`src/rtl/signed_integer_alu_mul_div_defines.svh`:
```
// assertion macros shared by the alu
`ifndef SIGNED_INTEGER_ALU_MUL_DIV_DEFINES_SVH
`define SIGNED_INTEGER_ALU_MUL_DIV_DEFINES_SVH

// implication checked at every clock, off while in reset
`define SIALU_ASSERT_IMP(lbl, clk, rst_n, pre, post, msg) \
    lbl: assert property (@(posedge clk) disable iff (!rst_n) (pre) |-> (post)) \
        else $error(msg);

// next-cycle implication, off while in reset
`define SIALU_ASSERT_NEXT(lbl, clk, rst_n, pre, post, msg) \
    lbl: assert property (@(posedge clk) disable iff (!rst_n) (pre) |=> (post)) \
        else $error(msg);

`endif

```
`src/rtl/sialu_pkg.sv`:
```
// ----------------------------------------------------------------------------
// sialu_pkg
// types and constants of the signed integer alu
// ----------------------------------------------------------------------------
package sialu_pkg;

    localparam int WORD_BITS = 32;
    localparam int KIND_BITS = 3;

    typedef logic [WORD_BITS-1:0] t_word;
    typedef logic [KIND_BITS-1:0] t_kind;

    localparam t_kind KIND_ADD = 3'd0;
    localparam t_kind KIND_SUB = 3'd1;
    localparam t_kind KIND_MUL = 3'd2;
    localparam t_kind KIND_DIV = 3'd3;
    localparam t_kind KIND_MOD = 3'd4;

    typedef struct packed {
        t_kind kind;
        t_word a;
        t_word b;
        t_word dm;
        t_word rem;
        t_word quo;
        t_word aux;
        logic  flip;
        logic  dz;
    } t_item;

    typedef struct packed {
        t_kind kind;
        t_word operand_a;
        t_word operand_b;
    } t_req;

    typedef struct packed {
        t_word result;
        logic  divide_by_zero;
    } t_rsp;

endpackage

```
`src/rtl/sialu_div_stage.sv`:
```
// ----------------------------------------------------------------------------
// sialu_div_stage
// one restoring division step: one quotient bit per register stage
// ----------------------------------------------------------------------------
module sialu_div_stage (
    input  logic             i_clk,
    input  logic             i_rst_n,
    input  logic             i_en,
    input  logic             i_valid,
    input  sialu_pkg::t_item i_item,
    output logic             o_valid,
    output sialu_pkg::t_item o_item
);

    logic [sialu_pkg::WORD_BITS:0]   w_trial;
    logic [sialu_pkg::WORD_BITS:0]   w_diff;
    logic                            w_ge;
    sialu_pkg::t_item                n_item;
    logic                            r_valid;
    sialu_pkg::t_item                r_item;

    always_comb begin
        w_trial = {i_item.rem, i_item.quo[sialu_pkg::WORD_BITS-1]};
        w_diff  = w_trial - {1'b0, i_item.dm};
        w_ge    = (w_trial >= {1'b0, i_item.dm});
        n_item  = i_item;
        n_item.rem = w_ge ? w_diff[sialu_pkg::WORD_BITS-1:0]
                          : w_trial[sialu_pkg::WORD_BITS-1:0];
        n_item.quo = {i_item.quo[sialu_pkg::WORD_BITS-2:0], w_ge};
    end

    always_ff @(posedge i_clk) begin
        if (!i_rst_n) begin
            r_valid <= 1'b0;
        end else if (i_en) begin
            r_valid <= i_valid;
        end
    end

    always_ff @(posedge i_clk) begin
        if (i_en) begin
            r_item <= n_item;
        end
    end

    assign o_valid = r_valid;
    assign o_item  = r_item;

endmodule

```
`config.mk`:
```
export PLATFORM = sky130hd
export DESIGN_NAME = sialu_div_stage
export DESIGN_NICKNAME = d
export VERILOG_FILES = /design/src/rtl/signed_integer_alu_mul_div_defines.svh /design/src/rtl/sialu_pkg.sv /design/src/rtl/sialu_div_stage.sv
export SDC_FILE = /design/constraint.sdc
export NUM_CORES = 1
export LEC_CHECK = 0
export BUFFER_PORTS_ARGS = -buffer_cell sky130_fd_sc_hd__buf_4
export CAP_MARGIN = 10
export CORE_AREA = 2 2 157 159
export CTS_BUF_LIST = sky130_fd_sc_hd__clkbuf_8 sky130_fd_sc_hd__clkbuf_16
export DETAILED_ROUTE_END_ITERATION = 8
export DIE_AREA = 0 0 159 161
export HOLD_SLACK_MARGIN = 0.06
export SKIP_LAST_GASP = 1
export SYNTH_ARGS = -nofsm -noshare
export SYNTH_HDL_FRONTEND = slang
export SYNTH_SLANG_ARGS = --single-unit
export TNS_END_PERCENT = 10
```
`constraint.sdc`:
```
create_clock -name i_clk -period 3.2 [get_ports i_clk]
set_clock_uncertainty 0.2 [all_clocks]
set_input_delay 0 -clock i_clk [delete_from_list [all_inputs] [get_ports i_clk]]
set_output_delay 0 -clock i_clk [all_outputs]
set_load 0.1 [all_outputs]
```
==> impl_results.md, run 1 <==
* Run status: complete, but fails checks
* Failing checks: negative hold slack
* Hold WC Path Type: in2reg
* CTS clk-pin slew, worst paths at around 0.080 ns
* Fin. Hold Viols at 2
* Synth Register Bits at 198
* Reg2reg start: o_valid
* Setup crit end kind: register
* Startpoint types: primary input
* Crit path max fanout at 3
* Hpwl dp at 21.2 mm
* Pin count of the biggest net entering global routing at 83
* Least-Margin Pin Slew at ~0.74 ns
* Via count at roughly 7,000
* Post-synth top area cell: edfxtp_1
* Synth warnings at 0
* Cell count after synthesis at ~540
* Net switching power at approximately 3.5 mW
* H-Tree Level Count at 4
* Ratio of cells with drive above 1 in the final layout at between 40% and 50%
* Initial core utilization at between 30% and 40%
* MaxCap Viol Count at 0
* Clock share of power at about a quarter
* Fin crit share at between 90% and 100%
* Max-slew violations at 0
* Req. time, crit path at approximately 3.2 ns
* Max clock buf depth at 2
* Leakage at between 6 and 7 nW
* Die area at ~0.026 sq mm
* CP Launch Point: i_item[77]
* Final Cell Area at about 0.015 sq mm
* Post-Syn Nets at just under 800
* Synth async-reset ratio at 0%
* Main synth FF type: edfxtp_1
* Dpl cell area at ~0.012 sq mm
* Final Non-Filler Cells at 1,524
* R2R depth at 3
* Worst setup endpoint: o_item[96]
* Internal Power at just over 5 mW
* PD cells at 589 mW/mm^2
* Peak VDD IR at about 0.38 mV
* Total power at between 8 and 9 mW
* Ports at ~400
* F_max at between 300 and 400 MHz
* GRT overflow at 0
* DR iter-0 viols at between 400 and 500
* FF+latch area at 0.00594 sq mm
* Die W at approximately 160 microns
* Post-synth top area share at between 70 and 80%
* Final ANT Viol Nets at 0
* Switching part of the total at about two fifths
* Synth top area cells: edfxtp_1, ha_1, a21oi_1
* Core footprint at ~0.024 sq mm
* Gr usage total at 23.5%
* DRT Pass-1 Iters at 5
* Register area share after synthesis at roughly 73%
* Worst Path Arrival at about 3.1 ns
* Syn-to-layout area delta at 79.2%
* Placed insts at about 1,300
* DRC at 0
* Logic pwr share at between 30% and 40%
* Unique cell type count in the Yosys netlist at between 40 and 50
* Sequential Power Share at a little under two fifths
* Syn avg cell area at approximately 15 sq um
* Mapped Area at around 0.0082 sq mm
* CTS sink cnt at between 150 and 200
* WS Path Type: in2reg
* Setup slack, reg-to-reg at between 1.5 and 2 ns
* First-pass GRT wire length at about 45 mm
* Post-synth EDFFs at around 200
* Via density at between 4 and 5
* Rel. slew slack at between 50% and 60%
* CTS tree: yes
* Final #Nets at approximately 1,400
* Worst-skew pair later-pin latency at roughly 0.42 ns
* Footprint of the multi-input gates at 0.00211 sq mm
* Buffers added on ports at between 300 and 400
* Site row count at 57
* DR WL/cell at roughly 20 microns
* FILL cells at between 1,500 and 2,000
* FF-to-FF End: o_valid
* WHS at -0.436 ns
* Vias in the first global route at roughly 7,200
* GP Congestion at roughly 0.88
* Root buf cell: clkbuf_16
* Die Y at about 160 microns
* Setup violators final at 0
* TritonCTS Buffers at 17
* Initial antenna violation count at 2
* DRT Wirelength at roughly 31 mm
* Tmin final at approximately 3.1 ns
==> per-layer routing <==
layer,track usage [%],vias to the layer above,wire length [microns]
met2,40.8,300,15600
met3,5.29,58,1650
met5,0,-,0
met4,9.50,0,1320
met1,28.5,3486,12500
li1,-,3331,-
==> flip-flops by register name (all words and copies together), names as in the netlist <==
name     count
o_item     197
o_valid      1
==> worst min-delay path by stage <==
| stage | start | to | slack, ns | cells after the start |
|---|---|---|---|---|
| final | i_item[98] | o_item[98] | -0.44 | 1 |
| after global placement | i_item[37] | o_item[38] | -0.02 | 1 |
| after global routing | i_item[98] | o_item[98] | -0.46 | 1 |
| after floorplan | i_item[0] | o_item[0] | -0.10 | 0 |
| after CTS | i_item[98] | o_item[98] | -0.46 | 1 |
| after detailed placement | i_item[174] | o_item[174] | -0.02 | 1 |
==> power groups by stage <==
| stage | combinational, mW | clock [mW] | sequential (mW) |
|---|---|---|---|
| final | 3.20 | 2.19 | 3.21 |
| after CTS | 3.14 | 2.24 | 3.20 |
| after detailed placement | 2.92 | 0 | 3.26 |
| after global routing | 3.31 | 2.32 | 3.23 |
| after global placement | 2.91 | 0 | 3.26 |
| after floorplan | 0.391 | 0 | 4.97 |
==> layout by cell type (no fill, tap or decap), types with 7 or more instances in the layout <==
cell type and instances:
xnor2_1 16, dlygate4sd3_1 201, inv_1 36, buf_4 427, nor2_1 36, nand4_1 7
o21ai_0 14, a21oi_1 52, edfxtp_1 197, xor2_1 11, nand3_1 8, clkbuf_16 18
a21o_1 12, nand2_1 26, ha_1 26
==> worst max-delay path, stage by stage <==
cell,delay (ns)
dlygate4sd3_1,0.55
buf_4,0.15
ha_4,0.26
nand4_1,0.14
or4_1,0.54
a21oi_2,0.13
nor3_2,0.06
a211oi_2,0.26
o21ai_2,0.11
o31ai_4,0.28
buf_12,0.15
buf_4,0.12
mux2_1,0.31
==> per-stage QoR <==
stage,hold slack (ns),setup WS [ns],TNS [ns],utilization [%]
2_1_floorplan,-0.101,0.229,0,-
4_1_cts,-0.458,0.000528,0,59.8
3_3_place_gp,-0.0221,0.0403,0,48.9
3_5_place_dp,-0.0207,-0.0307,-0.119,48.9
6_report,-0.436,0.0953,0,61.0
5_1_grt,-0.457,-0.0285,-0.182,61.0
==> final cells by class <==
class | count | area share [%]
sequential | 198 | 40.6
timing repair buffer | 641 | 37.1
multi-input combinational | 290 | 14.4
clock buffer | 17 | 2.91
tap | 324 | 2.77
clock inverter | 14 | 1.18
inverter | 38 | 0.976
antenna | 2 | 0.0342
==> kinds of logic after synthesis <==
group	after synthesis	share of synthesized area, %
simple gates	99	5.63
mux	13	1.75
flops	198	72.7
compound gates	118	9.02
buf+inv	55	2.81
xor+xnor	27	2.90
fa+ha+maj	33	5.15
==> cells in the mapped netlist, types with 2 or more instances <==
library cell	instances
a211o_1	2
a211oi_1	3
a21o_1	12
a21oi_1	54
a2bb2oi_1	2
a31oi_1	5
and4_1	2
buf_2	8
buf_4	3
clkbuf_1	5
edfxtp_1	197
ha_1	32
inv_1	38
mux2_1	4
mux2_2	6
mux2i_1	3
nand2_1	27
nand2b_1	4
nand3_1	8
nand4_1	7
nor2_1	36
nor2b_1	3
nor3_1	2
nor4_1	4
o211ai_1	4
o21a_1	6
o21ai_0	16
o21bai_1	3
o22ai_1	2
o41ai_1	2
xnor2_1	16
xor2_1	11
==> timing repair <==
action | in CTS | in global routing
gates resized for setup | 0 | 25
endpoints found under the setup margin | 0 | 20
buffers inserted | 0 | 13
hold endpoints to repair | 226 | 6
hold buffers | 201 | 4
No activity file was read; power rests on OpenSTA's default activity.
==> inputs of run 2 (changes only) <==
--- a/config.mk
+++ b/config.mk
@@ -5,13 +5,15 @@
 export SDC_FILE = /design/constraint.sdc
 export NUM_CORES = 1
 export LEC_CHECK = 0
+export ABC_AREA = 1
 export BUFFER_PORTS_ARGS = -buffer_cell sky130_fd_sc_hd__buf_4
 export CAP_MARGIN = 10
-export CORE_AREA = 2 2 157 159
+export CORE_AREA = 2 2 156 158
 export CTS_BUF_LIST = sky130_fd_sc_hd__clkbuf_8 sky130_fd_sc_hd__clkbuf_16
 export DETAILED_ROUTE_END_ITERATION = 8
-export DIE_AREA = 0 0 159 161
+export DIE_AREA = 0 0 158 160
 export HOLD_SLACK_MARGIN = 0.06
+export PLACE_DENSITY = 0.67
 export SKIP_LAST_GASP = 1
 export SYNTH_ARGS = -nofsm -noshare
 export SYNTH_HDL_FRONTEND = slang
==> run 2 against run 1 <==
The run now ends clean. Flip-flop and latch count unchanged. Count of clock-buffer cells in the layout unchanged. Die area down 1.2%. Register-to-register slack worse by 0.22 ns. First-iteration DRC count up 57%. Final area up 4.5%. Largest cell class unchanged.
==> impl_results.md, run 2 <==
* Site row count at 57 (unchanged)
* Max reg flops at 197 (unchanged)
* Leakage at 7.23 nW (was 6.31 nW)
* Initial antenna violation count at 4 (was 2)
* Pin count of the biggest net entering global routing at 84 (was 83)
* Synth cell count leaders: nand2_1, edfxtp_1, inv_1, nand3_1, nor2_1 (was edfxtp_1, a21oi_1, inv_1, nor2_1, ha_1)
* Met1 Use GR at 32.1% (was 28.5%)
* Mapped Area at 0.00911 sq mm (was 0.00816 sq mm)
* Commonest non-fill, non-tap cell in the layout: buf_4 (unchanged)
* Max clock buf depth at 2 (unchanged)
* Via count at 8,474 (was 7,175)
* Final #Nets at 1,711 (was 1,420)
* Post-synth top area share at 64.9% (was 72.5%)
* Synth async-reset ratio at 0% (unchanged)
* Crit path max fanout at 35 (was 3)
* Tmin final at 2.92 ns (was 3.10 ns)
* Post-cts repair resize count at 0 (unchanged)
* Cell count after synthesis at 848 (was 543)
* TritonCTS Buffers at 17 (unchanged)
* Peak VDD IR at 0.383 mV (was 0.378 mV)
* Rel. slew slack at 37.9% (was 50.6%)
* Via density at 4.66 (was 4.71)
* Post-Syn Nets at 1,082 (was 777)
* Hold WC Path Type: in2reg (unchanged)
* RSZ-0062 raised after global routing: false
* Final WS setup at 0.280 ns (was 0.0953 ns)
* Final ANT Viol Nets at 0 (unchanged)
* Footprint of the multi-input gates at 0.00252 sq mm (was 0.00211 sq mm)
* Gr usage total at 27.0% (was 23.5%)
* MaxCap Viol Count at 0 (unchanged)
* DR WL/cell at 19.1 microns (was 20.3 microns)
* Syn-to-layout area delta at 67.6% (was 79.2%)
* Root buf cell: clkbuf_16 (unchanged)
* Die W at 158 microns (was 159 microns)
* Worst Path Arrival at 2.91 ns (was 3.08 ns)
* FF+latch area at 0.00594 sq mm (unchanged)
* Least-Margin Pin Slew at 0.929 ns (was 0.741 ns)
* Unique cell type count in the Yosys netlist at 27 (was 48)
* GR Util met2 at 46.5% (was 40.8%)
* Vias in the first global route at 8,520 (was 7,181)
* Dpl ws at 0.367 ns (was -0.0307 ns)
* DR iter-0 viols at 669 (was 425)
* DRC at 0 (unchanged)
* Run status: completed (was complete, but fails checks)
* Synth top area cells: edfxtp_1, nand2_1, inv_1 (was edfxtp_1, ha_1, a21oi_1)
* First-pass GRT wire length at 50.4 mm (was 45.2 mm)
* Synth Register Bits at 198 (unchanged)
* Ports at 399 (unchanged)
* GRT overflow at 0 (unchanged)
* Gr busiest metal: met2 (unchanged)
* Register area share after synthesis at 65.2% (was 72.7%)
* Synth warnings at 0 (unchanged)
* Most common cell in the netlist: nand2_1 (was edfxtp_1)
* Most frequent cells in the layout: buf_4, nand2_1, dlygate4sd3_1, edfxtp_1, inv_1 (was buf_4, dlygate4sd3_1, edfxtp_1, a21oi_1)
* PD cells at 564 mW/mm^2 (was 589 mW/mm^2)
* Hpwl dp at 23.9 mm (was 21.2 mm)
* CTS sink cnt at 198 (unchanged)
* GP Congestion at 0.904 (was 0.878)
* Post-synth top area cell: edfxtp_1 (unchanged)
* DRT Wirelength at 34.7 mm (was 31.0 mm)
* Max-slew violations at 0 (unchanged)
* # Post-CTS Setup Buffers at 0 (unchanged)
* Buffers added on ports at 398 (unchanged)
* Worst-skew pair later-pin latency at 0.44 ns (was 0.42 ns)
* Syn avg cell area at 10.7 sq um (was 15.0 sq um)
* WS Path Type: in2reg (unchanged)
* Post-synth EDFFs at 197 (unchanged)
* Startpoint types: primary input (unchanged)
* Die Y at 160 microns (was 161 microns)
* Ratio of cells with drive above 1 in the final layout at 30.6% (was 41.1%)
* FILL cells at 1,889 (was 1,842)
* CTS tree: yes (unchanged)
* Initial core utilization at 38.2% (was 34.0%)
* Req. time, crit path at 3.19 ns (was 3.18 ns)
* Sum of negative setup slack at 0 ns (unchanged)
* Core footprint at 0.0238 sq mm (was 0.0240 sq mm)
* DRT Pass-1 Iters at 5 (unchanged)
* Die area at 0.0253 sq mm (was 0.0256 sq mm)
* Setup violators final at 0 (unchanged)
* Fin. Hold Viols at 0 (was 2)
* Setup crit end kind: register (unchanged)
* F_max at 342 MHz (was 322 MHz)
* CTS clk-pin slew, worst paths at 0.08 ns (about the same)
* Grt met3 use at 6.59% (was 5.29%)
* Main synth FF type: edfxtp_1 (unchanged)
* H-Tree Level Count at 4 (unchanged)
* Fin crit share at 91.2% (was 97.0%)
* Hold buffer count at CTS at 217 (was 201)
## run 2: path summary, 6_finish.rpt
check / to / cells after the start / startpoint / slack (ns)
min: o_item[57] / 2 / i_item[56] / 0.07
max reg2reg: o_valid / 3 / o_valid / 1.63
max: o_item[77] / 13 / i_item[92] / 0.28
min reg2reg: o_valid / 3 / o_valid / 1.04
## run 2: report_power, final
| group | total [mW] | leakage [nW] | switching (mW) | internal (mW) |
|---|---|---|---|---|
| clock | 2.21 | 0.297 | 1.15 | 1.06 |
| sequential | 3.21 | 1.94 | 0.0826 | 3.13 |
| combinational | 3.18 | 5.00 | 2.37 | 0.807 |
| total | 8.60 | 7.23 | 3.61 | 5.00 |
## run 2: cell type report
class / count / area share, %
Clock inverter: 15 / 1.22
Multi-Input combinational cell: 489 / 16.5
Clock buffer: 17 / 2.79
Tap cell: 324 / 2.65
Inverter: 151 / 3.71
Antenna cell: 4 / 0.0656
Timing Repair Buffer: 620 / 34.2
Sequential cell: 198 / 38.9
## run 2: critical path, cell delays in order
cell	delay (ns)
dlygate4sd3_1	0.53
buf_4	0.14
ha_1	0.35
nand2_1	0.17
inv_1	0.06
nand2_1	0.06
nand2_1	0.06
a21oi_1	0.14
nand2_1	0.10
nor2_4	0.71
nand2_8	0.31
nand2_1	0.18
nand2_1	0.07
## run 2: routing by layer
| metal | vias up | share of wire [%] |
|---|---|---|
| met2 | 353 | 50 |
| li1 | 4030 | - |
| met1 | 4027 | 39 |
| met3 | 64 | 6.7 |
| met4 | 0 | 4.2 |
| met5 | - | 0 |
## run 2: kinds of logic after synthesis
| family | after synthesis | synth area share [%] |
|---|---|---|
| adder cells (fa/ha/maj) | 33 | 4.61 |
| AND/OR/NAND/NOR | 415 | 20.2 |
| AO/OA/AOI/OAI | 27 | 1.54 |
| XOR/XNOR | 14 | 1.35 |
| buffers and inverters | 161 | 7.17 |
| flip-flops | 198 | 65.2 |
## run 2: per-stage QoR
stage | instances | hold slack, ns | util, % | area [sq um] | power [mW]
3_5_place_dp | 1564 | -0.0208 | 52.3 | 12500 | 6.18
3_3_place_gp | 1564 | -0.0219 | 52.3 | 12500 | 6.17
6_report | 1818 | 0.0733 | 64.1 | 15300 | 8.60
2_1_floorplan | 848 | -0.107 | - | 9110 | 5.40
5_1_grt | 1817 | 0.0639 | 64.1 | 15300 | 8.87
4_1_cts | 1813 | 0.0604 | 64.0 | 15200 | 8.62
==> inputs of run 3 (changes only) <==
--- a/config.mk
+++ b/config.mk
@@ -8,12 +8,14 @@
 export ABC_AREA = 1
 export BUFFER_PORTS_ARGS = -buffer_cell sky130_fd_sc_hd__buf_4
 export CAP_MARGIN = 10
-export CORE_AREA = 2 2 156 158
-export CTS_BUF_LIST = sky130_fd_sc_hd__clkbuf_8 sky130_fd_sc_hd__clkbuf_16
+export CELL_PAD_IN_SITES_DETAIL_PLACEMENT = 0
+export CELL_PAD_IN_SITES_GLOBAL_PLACEMENT = 2
+export CORE_MARGIN = 2
+export CORE_UTILIZATION = 28
+export CTS_BUF_LIST = sky130_fd_sc_hd__clkbuf_16
 export DETAILED_ROUTE_END_ITERATION = 8
-export DIE_AREA = 0 0 158 160
 export HOLD_SLACK_MARGIN = 0.06
-export PLACE_DENSITY = 0.67
+export PLACE_DENSITY_LB_ADDON = 0.1
 export SKIP_LAST_GASP = 1
 export SYNTH_ARGS = -nofsm -noshare
 export SYNTH_HDL_FRONTEND = slang
==> run 3 against run 2 <==
Largest cell class unchanged. Power decreased by 1.1%. Flip-flop and latch count unchanged. Critical path depth unchanged. Final cell count increased by 8.0%. Critical endpoint is now o_item[91]. Worst hold slack improved by 0.0035 ns. Routed wire length increased by 2.3%. First-iteration DRC count decreased by 45%. Setup slack improved by 0.17 ns. Global-route usage decreased by 6.7 points.
==> impl_results.md, run 3 (synthesis results as in run 2) <==
* Final Non-Filler Cells at 1,963 (was 1,818)
* Crit path largest cell delay at 0.82 ns (was 0.71 ns)
* Tmin final at 2.75 ns (was 2.92 ns)
* Via density at 4.18 (was 4.66)
* DR WL/cell at 18.1 microns (was 19.1 microns)
* Ports at 399 (unchanged)
* GRT overflow at 0 (unchanged)
* CP Cell Sequence: dlygate4sd3_1, buf_4, inv_1, ha_1, nand2_1, inv_1, nand2_1, nand2_1, a21oi_1, nand2_1, nor2_2, nand3_1, nand2_1 (was dlygate4sd3_1, buf_4, ha_1, nand2_1, inv_1, nand2_1, nand2_1, a21oi_1, nand2_1, nor2_4, nand2_8, nand2_1, nand2_1)
* Footprint of the multi-input gates at 0.00253 sq mm (was 0.00252 sq mm)
* RSZ-0062 raised after global routing: false (unchanged)
* Most frequent cells in the layout: buf_4, nand2_1, dlygate4sd3_1, edfxtp_1, inv_1 (unchanged)
* Setup slack, reg-to-reg at 1.80 ns (was 1.63 ns)
* Die Y at 184 microns (was 160 microns)
* Placed insts at 1,684 (was 1,564)
* Req. time, crit path at 3.30 ns (was 3.19 ns)
* FF-to-FF End: o_valid (unchanged)
* Site row count at 66 (was 57)
* H-Tree Level Count at 4 (unchanged)
* DRC at 0 (unchanged)
* FILL cells at 2,985 (was 1,889)
* Setup crit end kind: register (unchanged)
* Max reg flops at 197 (unchanged)
* Die area at 0.0340 sq mm (was 0.0253 sq mm)
* Max clock buf depth at 2 (unchanged)
* F_max at 363 MHz (was 342 MHz)
* FF+latch area at 0.00594 sq mm (unchanged)
* Post-cts repair resize count at 0 (unchanged)
* Final ANT Viol Nets at 0 (unchanged)
* Critical path depth in cells at 13 (unchanged)
* DRT Pass-1 Iters at 4 (was 5)
* Hpwl dp at 25.9 mm (was 23.9 mm)
* Via count at 8,207 (was 8,474)
* CTS tree: yes (unchanged)
* Final #Nets at 1,740 (was 1,711)
* Pin count of the biggest net entering global routing at 84 (unchanged)
* PD cells at 544 mW/mm^2 (was 564 mW/mm^2)
* GP Congestion at 0.785 (was 0.904)
* Leakage at 7.33 nW (was 7.23 nW)
* CP Launch Point: i_item[125] (was i_item[92])
* Worst setup endpoint: o_item[91] (was o_item[77])
* Run status: completed (unchanged)
* CTS clk-pin slew, worst paths at 0.07 ns (was 0.08 ns)
* Die W at 184 microns (was 158 microns)
* Reg2reg start: o_valid (unchanged)
* Gr usage total at 20.3% (was 27.0%)
* Startpoint types: primary input (unchanged)
* First-pass GRT wire length at 50.8 mm (was 50.4 mm)
* Crit path max fanout at 15 (was 35)
* DRT Wirelength at 35.5 mm (was 34.7 mm)
* Worst Path Arrival at 2.85 ns (was 2.91 ns)
* Fin crit share at 86.0% (was 91.2%)
* Rel. slew slack at 32.3% (was 37.9%)
* DR iter-0 viols at 369 (was 669)
* Hold WC Path Type: in2reg (unchanged)
* Commonest non-fill, non-tap cell in the layout: buf_4 (unchanged)
* Vias in the first global route at 8,256 (was 8,520)
* Initial core utilization at 28.2% (was 38.2%)
* MaxCap Viol Count at 0 (unchanged)
* TritonCTS Buffers at 17 (unchanged)
* WS Path Type: in2reg (unchanged)
* CP top delay family: simple AND/OR/NAND/NOR gates (unchanged)
* Setup violators final at 0 (unchanged)
* Syn-to-layout area delta at 71.6% (was 67.6%)
* Root buf cell: clkbuf_16 (unchanged)
* Fin. Hold Viols at 0 (unchanged)
* Worst-skew pair later-pin latency at 0.44 ns (about the same)
* Peak VDD IR at 0.339 mV (was 0.383 mV)
* Sum of negative setup slack at 0 ns (unchanged)
* Initial antenna violation count at 3 (was 4)
* Buf+Inv Stages, Crit Path at 4 (was 3)
* CP max-delay cell: nor2_2 (was nor2_4)
* Most common cell on crit path: nand2_1 (unchanged)
* Buffers added on ports at 398 (unchanged)
* R2R depth at 3 (unchanged)
* Max-slew violations at 0 (unchanged)
* Core footprint at 0.0323 sq mm (was 0.0238 sq mm)
* CTS sink cnt at 198 (unchanged)
* Ratio of cells with drive above 1 in the final layout at 30.2% (was 30.6%)
* Least-Margin Pin Slew at 1.01 ns (was 0.929 ns)
[run 3: changes by cell type in the layout (fill, tap and decap cells not counted), sizes merged]
cell         before  now
buf             401  406
bufinv            0    1
clkinvlp          0    2
diode             4    3
dlygate4sd3     218  241
inv             158  154
nor2             38   39
[run 3: repair_timing]
action	in CTS	in global routing
hold endpoints to repair	227	0
setup endpoints to repair	0	33
hold buffers	241	0
buffers inserted	0	3
[run 3: worst min-delay path by stage]
stage / slack (ns) / cells past startpoint / startpoint / to
2_1_floorplan: -0.11 / 1 / i_en / o_valid
3_3_place_gp: -0.02 / 1 / i_item[143] / o_item[143]
3_5_place_dp: -0.02 / 1 / i_item[41] / o_item[42]
4_1_cts: 0.06 / 2 / i_item[10] / o_item[10]
5_1_grt: 0.08 / 2 / i_item[18] / o_item[18]
6_report: 0.08 / 2 / i_item[35] / o_item[36]
[run 3: stage by stage]
step | cell area [sq um] | setup slack, ns | power (mW) | hold slack (ns) | util (%)
finish | 15600 | 0.448 | 8.51 | 0.0768 | 48.4
global route | 15600 | 0.245 | 8.82 | 0.0768 | 48.4
CTS | 15600 | 0.0605 | 8.56 | 0.0601 | 48.3
detailed placement | 12600 | 0.176 | 6.22 | -0.0208 | 39.1
global placement | 12600 | 0.144 | 6.21 | -0.0222 | 39.1
floorplan | 9110 | 1.39 | 5.40 | -0.107 | -
[run 3: power by group]
part	switching [mW]	total [mW]	internal (mW)
Clock	1.01	2.09	1.08
Sequential	0.0697	3.20	3.13
Combinational	2.39	3.22	0.832
Total	3.47	8.51	5.04
[run 3: area by class of cell]
class | count | area share [%]
multi-input cells | 490 | 16.2
repair buffers | 648 | 35.1
clock buffers | 17 | 2.72
diodes | 3 | 0.0480
well taps | 442 | 3.54
flip-flops and latches | 198 | 38.0
clock inverters | 14 | 0.824
inverters | 151 | 3.63
[run 3: routing by layer]
layer	up-vias	GRT usage, %	wire, microns
met5	-	0	20
met3	36	3.62	1750
li1	4082	-	-
met4	2	7.97	1020
met1	3840	24.9	15000
met2	247	35.4	17700
